`src/hdl/matrix_inverse_cofactor_macros.svh`:
```
// ----------------------------------------------------------------------------
// Assertion macros for the matrix inverse block
// Each macro expands to a labeled concurrent assertion, or to nothing.
// ----------------------------------------------------------------------------
`ifndef MATRIX_INVERSE_COFACTOR_MACROS_SVH
`define MATRIX_INVERSE_COFACTOR_MACROS_SVH

`ifndef NO_ASSERTIONS

`define MIC_ASSERT_NOW(label, clk, rstn, ante, cons, msg) \
    label: assert property (@(posedge clk) disable iff (!(rstn)) (ante) |-> (cons)) \
        else $error(msg);

`define MIC_ASSERT_NEXT(label, clk, rstn, ante, cons, msg) \
    label: assert property (@(posedge clk) disable iff (!(rstn)) (ante) |=> (cons)) \
        else $error(msg);

`else

`define MIC_ASSERT_NOW(label, clk, rstn, ante, cons, msg)

`define MIC_ASSERT_NEXT(label, clk, rstn, ante, cons, msg)

`endif

`endif

```
`src/hdl/mic_pkg.sv`:
```
// ----------------------------------------------------------------------------
// mic_pkg
// Types, widths and small lookup functions shared by the matrix inverse block.
// ----------------------------------------------------------------------------
`default_nettype none

package mic_pkg;

    localparam int ORDER    = 4;
    localparam int CELLS    = ORDER * ORDER;
    localparam int SIZE_W   = 3;
    localparam int CNT_W    = 5;
    localparam int IDX_W    = 4;
    localparam int ELEM_W   = 12;
    localparam int COF_W    = 37;
    localparam int DET_W    = 50;
    localparam int FRAC_W   = 16;
    localparam int QUO_W    = COF_W + FRAC_W;
    localparam int VAL_W    = 32;
    localparam int TERMS    = 6;

    typedef logic [1:0] pos_t;

    // one loaded matrix waiting for the back end
    typedef struct packed {
        logic [SIZE_W-1:0] order;
        logic              bank;
    } job_t;

    // column picked in a given minor row by each term of a 3x3 determinant
    function automatic pos_t perm_col(input logic [2:0] term, input pos_t row);
        logic [5:0] cols;
        begin
            unique case (term)
                3'd0:    cols = {2'd0, 2'd1, 2'd2};
                3'd1:    cols = {2'd1, 2'd2, 2'd0};
                3'd2:    cols = {2'd2, 2'd0, 2'd1};
                3'd3:    cols = {2'd0, 2'd2, 2'd1};
                3'd4:    cols = {2'd2, 2'd1, 2'd0};
                3'd5:    cols = {2'd1, 2'd0, 2'd2};
                default: cols = '0;
            endcase
            unique case (row)
                2'd0:    perm_col = cols[5:4];
                2'd1:    perm_col = cols[3:2];
                default: perm_col = cols[1:0];
            endcase
        end
    endfunction

    // odd permutations carry a minus sign
    function automatic logic perm_odd(input logic [2:0] term);
        perm_odd = (term >= 3'd3);
    endfunction

    // map a minor index back to the full matrix, skipping the excluded line
    function automatic pos_t skip_pos(input pos_t k, input pos_t excl);
        skip_pos = (k < excl) ? k : pos_t'(k + 2'd1);
    endfunction

endpackage

`default_nettype wire

```
`src/hdl/mic_ram.sv`:
```
// ----------------------------------------------------------------------------
// mic_ram
// Simple dual-port RAM, one write port, one read port with registered data.
// ----------------------------------------------------------------------------
`default_nettype none

module mic_ram #(
    parameter int WIDTH = 12,
    parameter int DEPTH = 32
) (
    input  wire logic                     aclk,
    input  wire logic                     we,
    input  wire logic [$clog2(DEPTH)-1:0] waddr,
    input  wire logic [WIDTH-1:0]         wdata,
    input  wire logic [$clog2(DEPTH)-1:0] raddr,
    output logic      [WIDTH-1:0]         rdata
);

    logic [WIDTH-1:0] mem [DEPTH];

    always_ff @(posedge aclk) begin
        if (we) begin
            mem[waddr] <= wdata;
        end
        rdata <= mem[raddr];
    end

endmodule

`default_nettype wire

```
`src/hdl/mic_front.sv`:
```
// ----------------------------------------------------------------------------
// mic_front
// Size register and element loader; hands each full matrix to the job queue.
// ----------------------------------------------------------------------------
`default_nettype none

module mic_front
    import mic_pkg::*;
(
    input  wire logic              aclk,
    input  wire logic              aresetn,
    input  wire logic              cfg_valid,
    output logic                   cfg_ready,
    input  wire logic [SIZE_W-1:0] cfg_matrix_size,
    input  wire logic              s_valid,
    output logic                   s_ready,
    input  wire logic [ELEM_W-1:0] s_element,
    input  wire logic              slot_free,
    output logic                   ram_we,
    output logic [IDX_W:0]         ram_waddr,
    output logic [ELEM_W-1:0]      ram_wdata,
    output logic                   push,
    output job_t                   push_job
);

    logic [SIZE_W-1:0] size_reg, size_next;
    logic [CNT_W-1:0]  cnt_reg, cnt_next;
    logic              bank_reg, bank_next;
    logic [SIZE_W-1:0] order;
    logic [CNT_W-1:0]  total;
    logic [CNT_W-1:0]  cnt_inc;
    logic              accept;

    always_comb begin
        priority if (size_reg == '0) begin
            order = SIZE_W'(1);
        end else if (size_reg > SIZE_W'(ORDER)) begin
            order = SIZE_W'(ORDER);
        end else begin
            order = size_reg;
        end
    end

    assign total     = CNT_W'(CNT_W'(order) * CNT_W'(order));
    assign cfg_ready = 1'b1;
    assign s_ready   = slot_free;
    assign accept    = s_valid && s_ready;
    assign cnt_inc   = cnt_reg + CNT_W'(1);

    assign ram_we    = accept;
    assign ram_waddr = {bank_reg, cnt_reg[IDX_W-1:0]};
    assign ram_wdata = s_element;

    assign push           = accept && (cnt_inc >= total);
    assign push_job.order = order;
    assign push_job.bank  = bank_reg;

    always_comb begin
        size_next = size_reg;
        cnt_next  = cnt_reg;
        bank_next = bank_reg;
        if (cfg_valid && cfg_ready) begin
            size_next = cfg_matrix_size;
        end
        if (accept) begin
            if (push) begin
                cnt_next  = '0;
                bank_next = !bank_reg;
            end else begin
                cnt_next = cnt_inc;
            end
        end
    end

    always_ff @(posedge aclk) begin
        if (!aresetn) begin
            size_reg <= SIZE_W'(ORDER);
            cnt_reg  <= '0;
            bank_reg <= 1'b0;
        end else begin
            size_reg <= size_next;
            cnt_reg  <= cnt_next;
            bank_reg <= bank_next;
        end
    end

endmodule

`default_nettype wire

```
`src/hdl/mic_queue.sv`:
```
// ----------------------------------------------------------------------------
// mic_queue
// Two-entry job queue between loader and compute engine.
// ----------------------------------------------------------------------------
`default_nettype none
`include "matrix_inverse_cofactor_macros.svh"

module mic_queue
    import mic_pkg::*;
(
    input  wire logic aclk,
    input  wire logic aresetn,
    input  wire logic push,
    input  wire job_t push_job,
    input  wire logic pop,
    output job_t      head,
    output logic      nonempty,
    output logic [1:0] count
);

    job_t       ent_reg [2];
    job_t       ent_next [2];
    logic [1:0] cnt_reg, cnt_next;

    always_comb begin
        ent_next[0] = ent_reg[0];
        ent_next[1] = ent_reg[1];
        cnt_next    = cnt_reg;
        if (pop) begin
            ent_next[0] = ent_reg[1];
        end
        if (push && pop) begin
            if (cnt_reg == 2'd1) begin
                ent_next[0] = push_job;
            end else begin
                ent_next[1] = push_job;
            end
        end else if (push) begin
            if (cnt_reg == 2'd0) begin
                ent_next[0] = push_job;
            end else begin
                ent_next[1] = push_job;
            end
            cnt_next = cnt_reg + 2'd1;
        end else if (pop) begin
            cnt_next = cnt_reg - 2'd1;
        end
    end

    always_ff @(posedge aclk) begin
        ent_reg[0] <= ent_next[0];
        ent_reg[1] <= ent_next[1];
        if (!aresetn) begin
            cnt_reg <= '0;
        end else begin
            cnt_reg <= cnt_next;
        end
    end

    assign head     = ent_reg[0];
    assign nonempty = (cnt_reg != 2'd0);
    assign count    = cnt_reg;

    `MIC_ASSERT_NOW(a_no_overflow, aclk, aresetn, push && !pop, cnt_reg != 2'd2,
                    "queue overflow")
    `MIC_ASSERT_NOW(a_no_underflow, aclk, aresetn, pop, cnt_reg != 2'd0,
                    "queue underflow")

endmodule

`default_nettype wire

```
`src/hdl/mic_back.sv`:
```
// ----------------------------------------------------------------------------
// mic_back
// Compute engine: cofactors by a sequenced 3x3 expansion of the padded 4x4
// matrix, determinant, restoring divider and the result register.
// ----------------------------------------------------------------------------
`default_nettype none
`include "matrix_inverse_cofactor_macros.svh"

module mic_back
    import mic_pkg::*;
(
    input  wire logic              aclk,
    input  wire logic              aresetn,
    input  wire logic              job_valid,
    input  wire job_t              job,
    output logic                   job_pop,
    output logic                   busy,
    output logic [IDX_W:0]         ram_raddr,
    input  wire logic [ELEM_W-1:0] ram_rdata,
    output logic                   m_valid,
    input  wire logic              m_ready,
    output logic [VAL_W-1:0]       m_inverse_value,
    output logic                   m_singular,
    output logic                   m_saturated,
    output logic                   m_last
);

    typedef enum logic [5:0] {
        ST_IDLE = 6'b000001,
        ST_TERM = 6'b000010,
        ST_COF  = 6'b000100,
        ST_DMUL = 6'b001000,
        ST_DIV  = 6'b010000,
        ST_EMIT = 6'b100000
    } state_t;

    localparam logic [QUO_W-1:0] POS_MAX = QUO_W'(64'h7FFF_FFFF);
    localparam logic [QUO_W-1:0] NEG_MAX = QUO_W'(64'h8000_0000);
    localparam logic [5:0]       DIV_LAST = 6'(QUO_W - 1);

    state_t                   state_reg, state_next;
    logic [SIZE_W-1:0]        order_reg, order_next;
    logic                     bank_reg, bank_next;
    logic                     detph_reg, detph_next;
    pos_t                     r_reg, r_next, c_reg, c_next;
    pos_t                     oi_reg, oi_next, oj_reg, oj_next;
    logic [2:0]               term_reg, term_next;
    logic [1:0]               step_reg, step_next;
    logic signed [ELEM_W-1:0] x_reg, x_next;
    logic signed [2*ELEM_W-1:0] p_reg, p_next;
    logic signed [COF_W-1:0]  acc_reg, acc_next;
    logic signed [COF_W-1:0]  cof_reg, cof_next;
    logic signed [DET_W-1:0]  det_reg, det_next;
    logic [DET_W-1:0]         rem_reg, rem_next;
    logic [DET_W-1:0]         dmag_reg, dmag_next;
    logic [QUO_W-1:0]         dq_reg, dq_next;
    logic                     neg_reg, neg_next;
    logic                     sing_reg, sing_next;
    logic [5:0]               bits_reg, bits_next;
    logic                     pad_use_reg, pad_one_reg;
    logic                     ov_reg, ov_next;
    logic [VAL_W-1:0]         oval_reg, oval_next;
    logic                     osing_reg, osing_next;
    logic                     osat_reg, osat_next;
    logic                     olast_reg, olast_next;

    pos_t                     fi, fj;
    logic [IDX_W-1:0]         fidx;
    logic signed [ELEM_W-1:0] elem;
    logic signed [3*ELEM_W-1:0] pz;
    logic signed [ELEM_W+COF_W-1:0] ac;
    logic                     term_neg;
    logic [COF_W-1:0]         cmag;
    logic [DET_W:0]           shifted;
    logic                     ge;
    logic                     sat_pos, sat_neg;
    logic                     is_last;
    pos_t                     lastpos;

    // element fetch: outside the n x n corner the matrix reads as identity
    always_comb begin
        fi = '0;
        fj = '0;
        unique case (state_reg)
            ST_TERM: begin
                fi = skip_pos(step_reg, r_reg);
                fj = skip_pos(perm_col(term_reg, step_reg), c_reg);
            end
            ST_COF: begin
                fi = '0;
                fj = c_reg;
            end
            default: begin
                fi = '0;
                fj = '0;
            end
        endcase
    end

    assign fidx = IDX_W'(CNT_W'(fi) * CNT_W'(order_reg) + CNT_W'(fj));
    assign ram_raddr = {bank_reg, fidx};

    always_ff @(posedge aclk) begin
        pad_use_reg <= !((SIZE_W'(fi) < order_reg) && (SIZE_W'(fj) < order_reg));
        pad_one_reg <= (fi == fj);
    end

    assign elem = pad_use_reg ? (pad_one_reg ? ELEM_W'(1) : ELEM_W'(0))
                              : $signed(ram_rdata);
    assign pz   = p_reg * elem;
    assign ac   = elem * cof_reg;
    assign term_neg = perm_odd(term_reg) ^ r_reg[0] ^ c_reg[0];
    assign cmag = acc_reg[COF_W-1] ? COF_W'(-acc_reg) : COF_W'(acc_reg);
    assign shifted = {rem_reg, dq_reg[QUO_W-1]};
    assign ge = (shifted >= {1'b0, dmag_reg});
    assign sat_pos = !neg_reg && (dq_reg > POS_MAX);
    assign sat_neg = neg_reg && (dq_reg > NEG_MAX);
    assign lastpos = pos_t'(order_reg - SIZE_W'(1));
    assign is_last = (oi_reg == lastpos) && (oj_reg == lastpos);

    always_comb begin
        state_next = state_reg;
        order_next = order_reg;
        bank_next  = bank_reg;
        detph_next = detph_reg;
        r_next     = r_reg;
        c_next     = c_reg;
        oi_next    = oi_reg;
        oj_next    = oj_reg;
        term_next  = term_reg;
        step_next  = step_reg;
        x_next     = x_reg;
        p_next     = p_reg;
        acc_next   = acc_reg;
        cof_next   = cof_reg;
        det_next   = det_reg;
        rem_next   = rem_reg;
        dmag_next  = dmag_reg;
        dq_next    = dq_reg;
        neg_next   = neg_reg;
        sing_next  = sing_reg;
        bits_next  = bits_reg;
        ov_next    = ov_reg && !m_ready;
        oval_next  = oval_reg;
        osing_next = osing_reg;
        osat_next  = osat_reg;
        olast_next = olast_reg;
        job_pop    = 1'b0;

        unique case (state_reg)
            ST_IDLE: begin
                if (job_valid) begin
                    job_pop    = 1'b1;
                    order_next = job.order;
                    bank_next  = job.bank;
                    detph_next = 1'b1;
                    r_next     = '0;
                    c_next     = '0;
                    det_next   = '0;
                    term_next  = '0;
                    step_next  = '0;
                    acc_next   = '0;
                    state_next = ST_TERM;
                end
            end
            ST_TERM: begin
                unique case (step_reg)
                    2'd0: step_next = 2'd1;
                    2'd1: begin
                        x_next    = elem;
                        step_next = 2'd2;
                    end
                    2'd2: begin
                        p_next    = x_reg * elem;
                        step_next = 2'd3;
                    end
                    default: begin
                        acc_next  = term_neg ? acc_reg - COF_W'(pz) : acc_reg + COF_W'(pz);
                        step_next = 2'd0;
                        if (term_reg == 3'(TERMS - 1)) begin
                            state_next = ST_COF;
                        end else begin
                            term_next = term_reg + 3'd1;
                        end
                    end
                endcase
            end
            ST_COF: begin
                cof_next = acc_reg;
                if (detph_reg) begin
                    state_next = ST_DMUL;
                end else if (det_reg == '0) begin
                    sing_next  = 1'b1;
                    state_next = ST_EMIT;
                end else begin
                    sing_next  = 1'b0;
                    dq_next    = {cmag, FRAC_W'(0)};
                    rem_next   = '0;
                    dmag_next  = det_reg[DET_W-1] ? DET_W'(-det_reg) : DET_W'(det_reg);
                    neg_next   = acc_reg[COF_W-1] ^ det_reg[DET_W-1];
                    bits_next  = DIV_LAST;
                    state_next = ST_DIV;
                end
            end
            ST_DMUL: begin
                det_next  = det_reg + DET_W'(ac);
                term_next = '0;
                step_next = '0;
                acc_next  = '0;
                state_next = ST_TERM;
                if (c_reg == lastpos) begin
                    detph_next = 1'b0;
                    oi_next    = '0;
                    oj_next    = '0;
                    r_next     = '0;
                    c_next     = '0;
                end else begin
                    c_next = c_reg + 2'd1;
                end
            end
            ST_DIV: begin
                rem_next  = ge ? DET_W'(shifted - {1'b0, dmag_reg}) : DET_W'(shifted);
                dq_next   = {dq_reg[QUO_W-2:0], ge};
                bits_next = bits_reg - 6'd1;
                if (bits_reg == '0) begin
                    state_next = ST_EMIT;
                end
            end
            ST_EMIT: begin
                if (!ov_reg || m_ready) begin
                    ov_next    = 1'b1;
                    osing_next = sing_reg;
                    olast_next = is_last;
                    if (sing_reg) begin
                        oval_next = '0;
                        osat_next = 1'b0;
                    end else if (sat_pos) begin
                        oval_next = VAL_W'(32'h7FFF_FFFF);
                        osat_next = 1'b1;
                    end else if (sat_neg) begin
                        oval_next = VAL_W'(32'h8000_0000);
                        osat_next = 1'b1;
                    end else begin
                        oval_next = neg_reg ? VAL_W'(-dq_reg[VAL_W-1:0]) : dq_reg[VAL_W-1:0];
                        osat_next = 1'b0;
                    end
                    if (is_last) begin
                        state_next = ST_IDLE;
                    end else begin
                        term_next  = '0;
                        step_next  = '0;
                        acc_next   = '0;
                        state_next = ST_TERM;
                        // cofactor (j, i) feeds inverse element (i, j)
                        if (oj_reg == lastpos) begin
                            oj_next = '0;
                            oi_next = oi_reg + 2'd1;
                            r_next  = '0;
                            c_next  = oi_reg + 2'd1;
                        end else begin
                            oj_next = oj_reg + 2'd1;
                            r_next  = oj_reg + 2'd1;
                            c_next  = oi_reg;
                        end
                    end
                end
            end
            default: state_next = ST_IDLE;
        endcase
    end

    always_ff @(posedge aclk) begin
        order_reg <= order_next;
        bank_reg  <= bank_next;
        detph_reg <= detph_next;
        r_reg     <= r_next;
        c_reg     <= c_next;
        oi_reg    <= oi_next;
        oj_reg    <= oj_next;
        term_reg  <= term_next;
        step_reg  <= step_next;
        x_reg     <= x_next;
        p_reg     <= p_next;
        acc_reg   <= acc_next;
        cof_reg   <= cof_next;
        det_reg   <= det_next;
        rem_reg   <= rem_next;
        dmag_reg  <= dmag_next;
        dq_reg    <= dq_next;
        neg_reg   <= neg_next;
        sing_reg  <= sing_next;
        bits_reg  <= bits_next;
        oval_reg  <= oval_next;
        osing_reg <= osing_next;
        osat_reg  <= osat_next;
        olast_reg <= olast_next;
        if (!aresetn) begin
            state_reg <= ST_IDLE;
            ov_reg    <= 1'b0;
        end else begin
            state_reg <= state_next;
            ov_reg    <= ov_next;
        end
    end

    assign busy            = (state_reg != ST_IDLE);
    assign m_valid         = ov_reg;
    assign m_inverse_value = oval_reg;
    assign m_singular      = osing_reg;
    assign m_saturated     = osat_reg;
    assign m_last          = olast_reg;

    `MIC_ASSERT_NOW(a_div_nonzero, aclk, aresetn, state_reg == ST_DIV, dmag_reg != '0,
                    "divide by zero")
    `MIC_ASSERT_NOW(a_singular_zero, aclk, aresetn, m_valid && m_singular,
                    m_inverse_value == '0 && !m_saturated, "singular beat not zero")
    `MIC_ASSERT_NEXT(a_pop_starts, aclk, aresetn, job_pop,
                     state_reg == ST_TERM && detph_reg, "job pop did not start expansion")

endmodule

`default_nettype wire

```
`src/hdl/matrix_inverse_cofactor.sv`:
```
// ----------------------------------------------------------------------------
// matrix_inverse_cofactor
// Integer matrix inverse by adjugate over determinant, Q16.16 results.
// ----------------------------------------------------------------------------
// Elements stream in row-major, one beat per cycle while s_ready is high,
// into one of two matrix banks, so the next matrix loads while the engine
// works on the current one. The engine first computes the n first-row
// cofactors for the determinant, then one cofactor and one division per
// result: each cofactor is a sequence on one 12x12 and one 24x12 multiplier,
// each division runs on a restoring divider. A singular matrix skips the
// divider. Loading stalls only while both banks hold pending work.
// ----------------------------------------------------------------------------
`default_nettype none

module matrix_inverse_cofactor
    import mic_pkg::*;
(
    input  wire logic              aclk,
    input  wire logic              aresetn,
    input  wire logic              cfg_valid,
    output logic                   cfg_ready,
    input  wire logic [SIZE_W-1:0] cfg_matrix_size,
    input  wire logic              s_valid,
    output logic                   s_ready,
    input  wire logic [ELEM_W-1:0] s_element,
    output logic                   m_valid,
    input  wire logic              m_ready,
    output logic [VAL_W-1:0]       m_inverse_value,
    output logic                   m_singular,
    output logic                   m_saturated,
    output logic                   m_last
);

    logic              ram_we;
    logic [IDX_W:0]    ram_waddr, ram_raddr;
    logic [ELEM_W-1:0] ram_wdata, ram_rdata;
    logic              push, pop, nonempty, busy, slot_free;
    job_t              push_job, head;
    logic [1:0]        q_count;

    assign slot_free = (q_count + 2'(busy)) < 2'd2;

    mic_front u_front (
        .aclk            (aclk),
        .aresetn         (aresetn),
        .cfg_valid       (cfg_valid),
        .cfg_ready       (cfg_ready),
        .cfg_matrix_size (cfg_matrix_size),
        .s_valid         (s_valid),
        .s_ready         (s_ready),
        .s_element       (s_element),
        .slot_free       (slot_free),
        .ram_we          (ram_we),
        .ram_waddr       (ram_waddr),
        .ram_wdata       (ram_wdata),
        .push            (push),
        .push_job        (push_job)
    );

    mic_ram #(
        .WIDTH (12),
        .DEPTH (32)
    ) u_ram (
        .aclk  (aclk),
        .we    (ram_we),
        .waddr (ram_waddr),
        .wdata (ram_wdata),
        .raddr (ram_raddr),
        .rdata (ram_rdata)
    );

    mic_queue u_queue (
        .aclk     (aclk),
        .aresetn  (aresetn),
        .push     (push),
        .push_job (push_job),
        .pop      (pop),
        .head     (head),
        .nonempty (nonempty),
        .count    (q_count)
    );

    mic_back u_back (
        .aclk            (aclk),
        .aresetn         (aresetn),
        .job_valid       (nonempty),
        .job             (head),
        .job_pop         (pop),
        .busy            (busy),
        .ram_raddr       (ram_raddr),
        .ram_rdata       (ram_rdata),
        .m_valid         (m_valid),
        .m_ready         (m_ready),
        .m_inverse_value (m_inverse_value),
        .m_singular      (m_singular),
        .m_saturated     (m_saturated),
        .m_last          (m_last)
    );

endmodule

`default_nettype wire
```
`config.mk`:
```
export PLATFORM = sky130hd
export DESIGN_NAME = matrix_inverse_cofactor
export DESIGN_NICKNAME = d
export VERILOG_FILES = /design/src/hdl/mic_pkg.sv /design/src/hdl/mic_ram.sv /design/src/hdl/mic_front.sv /design/src/hdl/mic_queue.sv /design/src/hdl/mic_back.sv /design/src/hdl/matrix_inverse_cofactor.sv
export VERILOG_INCLUDE_DIRS = /design/src /design/src/hdl
export SDC_FILE = /design/constraint.sdc
export NUM_CORES = 2
export LEC_CHECK = 0
export CAP_MARGIN = 25
export CORE_MARGIN = 2
export CORE_UTILIZATION = 70
export DETAILED_ROUTE_END_ITERATION = 10
export DONT_BUFFER_PORTS = 1
export GPL_TIMING_DRIVEN = 0
export PLACE_DENSITY_LB_ADDON = 0.3
export SLEW_MARGIN = 20
export SYNTH_ARGS = -nofsm -noshare
export SYNTH_HDL_FRONTEND = slang
export SYNTH_HIERARCHICAL = 1
export SYNTH_SLANG_ARGS = --single-unit
```
`constraint.sdc`:
```
create_clock -name aclk -period 19.25 [get_ports aclk]
set_input_delay 0 -clock aclk [delete_from_list [all_inputs] [get_ports aclk]]
set_output_delay 0 -clock aclk [all_outputs]
set_load 0.05 [all_outputs]
```
==> impl_metrics.yaml <==
worst_setup_path:
  r2r_start: "u_back/pad_use_reg"
  rrSetupSlack_ns: 7.02
  cp-start-kind: "register"
  r2r-end: "u_back/acc_reg[36]"
  critical_path_depth: 36
  cp-endpoint: "u_back/acc_reg[36]"
  worstPathBufferInverterCount: 7
  critPathArrivalTime_ns: 12.66
  required_ns: 19.69
  worstSetupPathType: "reg -> reg"
  cp_common_cell: "fa_1"
  cp_slowest_cell: "clkinv_1"
  end_kind: "register"
  crit_path_start: "u_back/pad_use_reg"
  crit_fanout: 10
  reg2regPathDepth: 36
  crit_family: "adder cells"
  slowest_delay_ns: 0.77
floorplan:
  die_y_um: 321
  start_util: 0.703
  die_x_um: 321
  io_pins: 58
  rows: 116
  core_area_um2: 99700
  dieArea_um2: 103000
drt:
  dr_total_vias: 51300
  drt_iter0_drc: 5266
  drtAntennaViolNets: 0
  avgRoutedWirePerCell_um: 23.8
  dr.pass1.iters: 8
  drc: 0
  drt-total-wl_mm: 194
  viasPerCell: 6.31
timing:
  finalCritPeriodShare: 0.635
  hold_viol_final: 0
  rsz0062_at_grt: "no"
  tightest_slew_ns: 1.22
  period_needed_ns: 12.23
  finClkSkew_ns: 0.0554
  maxSlewViolCount: 0
  finalSetupTns_ns: 0
  setup_viol: 0
  fmax_ghz: 0.0818
  relSlewSlack: 0.184
worst_hold_path:
  hold_class: "in -> reg"
flow_run:
  maxCapViolCount: 0
clock_tree:
  clock_path_buffers: 3
  clock_latency_ns: 0.70
  cts_tree: "built"
  numCtsBuffers: 84
  cts_num_sinks: 798
  cts.reportedPaths.clkPinSlew_ns: 0.06
  cts_resized: 0
  cts_setup_buffers: 0
  cts_root_buf: "clkbuf_16"
  htreeDepth: 3
placed_design:
  numPortBuffers: 0
  place_congestion: 0.985
  dpl.hpwl_mm: 146
cells_and_area:
  drive_above_1_share: 0.0457
  largest_register_ffs: 384
  layout.nets: 7977
  syn2layout_area_growth_pct: 7.72
global_route:
  antenna_found_initial: 11
  grt_use_met2: 0.623
  globalRouteMet3Util: 0.0868
  grt_first_pass_wirelength_mm: 298
  grt_overflow: 0
  first_global_vias: 52700
  busiest_layer: "met2"
  grt_max_degree: 55
  grt_use_total: 0.382
  globalRouteMet1Util: 0.475
synth:
  synthArstFlopShare: 0
  synthFlopType: "edfxtp_1"
  synth-seq-cells: 798
  avgSynthCellArea_um2: 10.6
  postSynthCellCount: 6597
  synth-seq-area-share: 0.337
  synth_edf_count: 762
  ys_warn_count: 6
  synth_nets: 7824
  ys_types: 89
  synth_area_um2: 70100
status:
  status: "finished clean"
[worst register-to-register path: cells and delay by family (launching register included)]
kind | cells | cell delay (ns)
adder cells (fa/ha/maj) | 7 | 3.27
AND/OR/NAND/NOR | 11 | 3.10
buffers and inverters | 7 | 2.45
flip-flops | 1 | 0.38
AO/OA/AOI/OAI | 8 | 1.99
multiplexers | 1 | 0.28
XOR/XNOR | 2 | 0.50
[routing by layer]
layer	share of wire	vias to the layer above	wire [um]
li1	-	22100	-
met1	0.36	25500	69100
met2	0.47	2987	91600
met3	0.10	737	20200
met4	0.065	8	12600
met5	0.00027	-	52
[placed cells by master, fill, tap and decap left out, types with 36 or more instances in the layout]
| master | netlist | layout |
|---|---|---|
| inv_1 | 943 | 942 |
| fa_1 | 841 | 841 |
| nand2_1 | 782 | 781 |
| edfxtp_1 | 762 | 762 |
| ha_1 | 366 | 366 |
| and2_1 | 315 | 314 |
| nor2_1 | 308 | 298 |
| clkbuf_1 | 254 | 265 |
| mux2i_1 | 240 | 240 |
| a21oi_1 | 228 | 228 |
| xnor2_1 | 219 | 219 |
| o21ai_0 | 192 | 192 |
| xor2_1 | 132 | 132 |
| clkbuf_16 | 0 | 84 |
| a21o_1 | 82 | 82 |
| nand2b_1 | 82 | 81 |
| nor3_1 | 66 | 65 |
| nand3_1 | 65 | 65 |
| buf_4 | 32 | 54 |
| a22oi_1 | 48 | 48 |
| a31oi_1 | 45 | 45 |
| nand4_1 | 45 | 45 |
| nor2b_1 | 37 | 37 |
| o31ai_1 | 36 | 36 |
| dfxtp_1 | 36 | 36 |
[worst min path at each step]
stage | cells after the start | start | endpoint
final | 3 | cfg_valid | u_front/size_reg[0]
after global routing | 3 | cfg_valid | u_front/size_reg[0]
after CTS | 3 | cfg_valid | u_front/size_reg[0]
after detailed placement | 1 | aresetn | u_front/size_reg[2]
after global placement | 1 | aresetn | u_front/size_reg[2]
after floorplan | 1 | aresetn | u_front/size_reg[2]
[what timing repair did]
item	in CTS	in global routing
endpoints found under the hold margin	437	0
setup endpoints to repair	0	0
hold buffers	22	0
[through the flow]
stage               cells  utilization  cell area (um2)  setup slack, ns  hold WS [ns]
floorplan            6597            -            70100             9.90        0.0619
global placement     7895        0.720            71800             6.79        0.0685
detailed placement   7918        0.723            72100             6.80        0.0687
CTS                  8096        0.755            75300             6.75        0.0157
global route         8119        0.758            75500             6.73        0.0748
finish               8123        0.758            75600             7.02        0.0559
[synthesized netlist by cell type (45+ instances only)]
cell | number | area share
a21o_1 | 82 | 0.0088
a21oi_1 | 228 | 0.016
a22oi_1 | 48 | 0.0051
a31oi_1 | 45 | 0.0040
and2_1 | 315 | 0.028
clkbuf_1 | 254 | 0.014
edfxtp_1 | 762 | 0.33
fa_1 | 841 | 0.24
ha_1 | 366 | 0.065
inv_1 | 943 | 0.050
mux2i_1 | 240 | 0.034
nand2_1 | 782 | 0.042
nand2b_1 | 82 | 0.0073
nand3_1 | 65 | 0.0046
nand4_1 | 45 | 0.0040
nor2_1 | 308 | 0.016
nor3_1 | 66 | 0.0047
o21ai_0 | 192 | 0.014
xnor2_1 | 219 | 0.027
xor2_1 | 132 | 0.016
[final cells by class]
class	count	area (um2)
well taps	1298	1620
inverters	945	3550
multi-input cells	4523	41500
flip-flops and latches	798	23600
plain buffers	331	1580
repair buffers	67	719
clock buffers	106	2220
clock inverters	50	762
fillers	6472	24200
diodes	5	12.5
[cells by family (layout without fill, tap and decap cells)]
family                   after synthesis  count (layout)  share of synthesized area
adder cells (fa/ha/maj)             1207            1207                      0.305
XOR/XNOR                             351             351                     0.0438
multiplexers                         250             250                     0.0361
other                                  2               7                   0.000107
AND/OR/NAND/NOR                     1862            1862                      0.127
AO/OA/AOI/OAI                        851             851                     0.0782
flip-flops                           798             798                      0.337
buffers and inverters               1276            1499                     0.0730
Power is left out: the tool's default activity adds up to more than one toggle a clock period on the data nets, which glitch-free logic cannot reach.
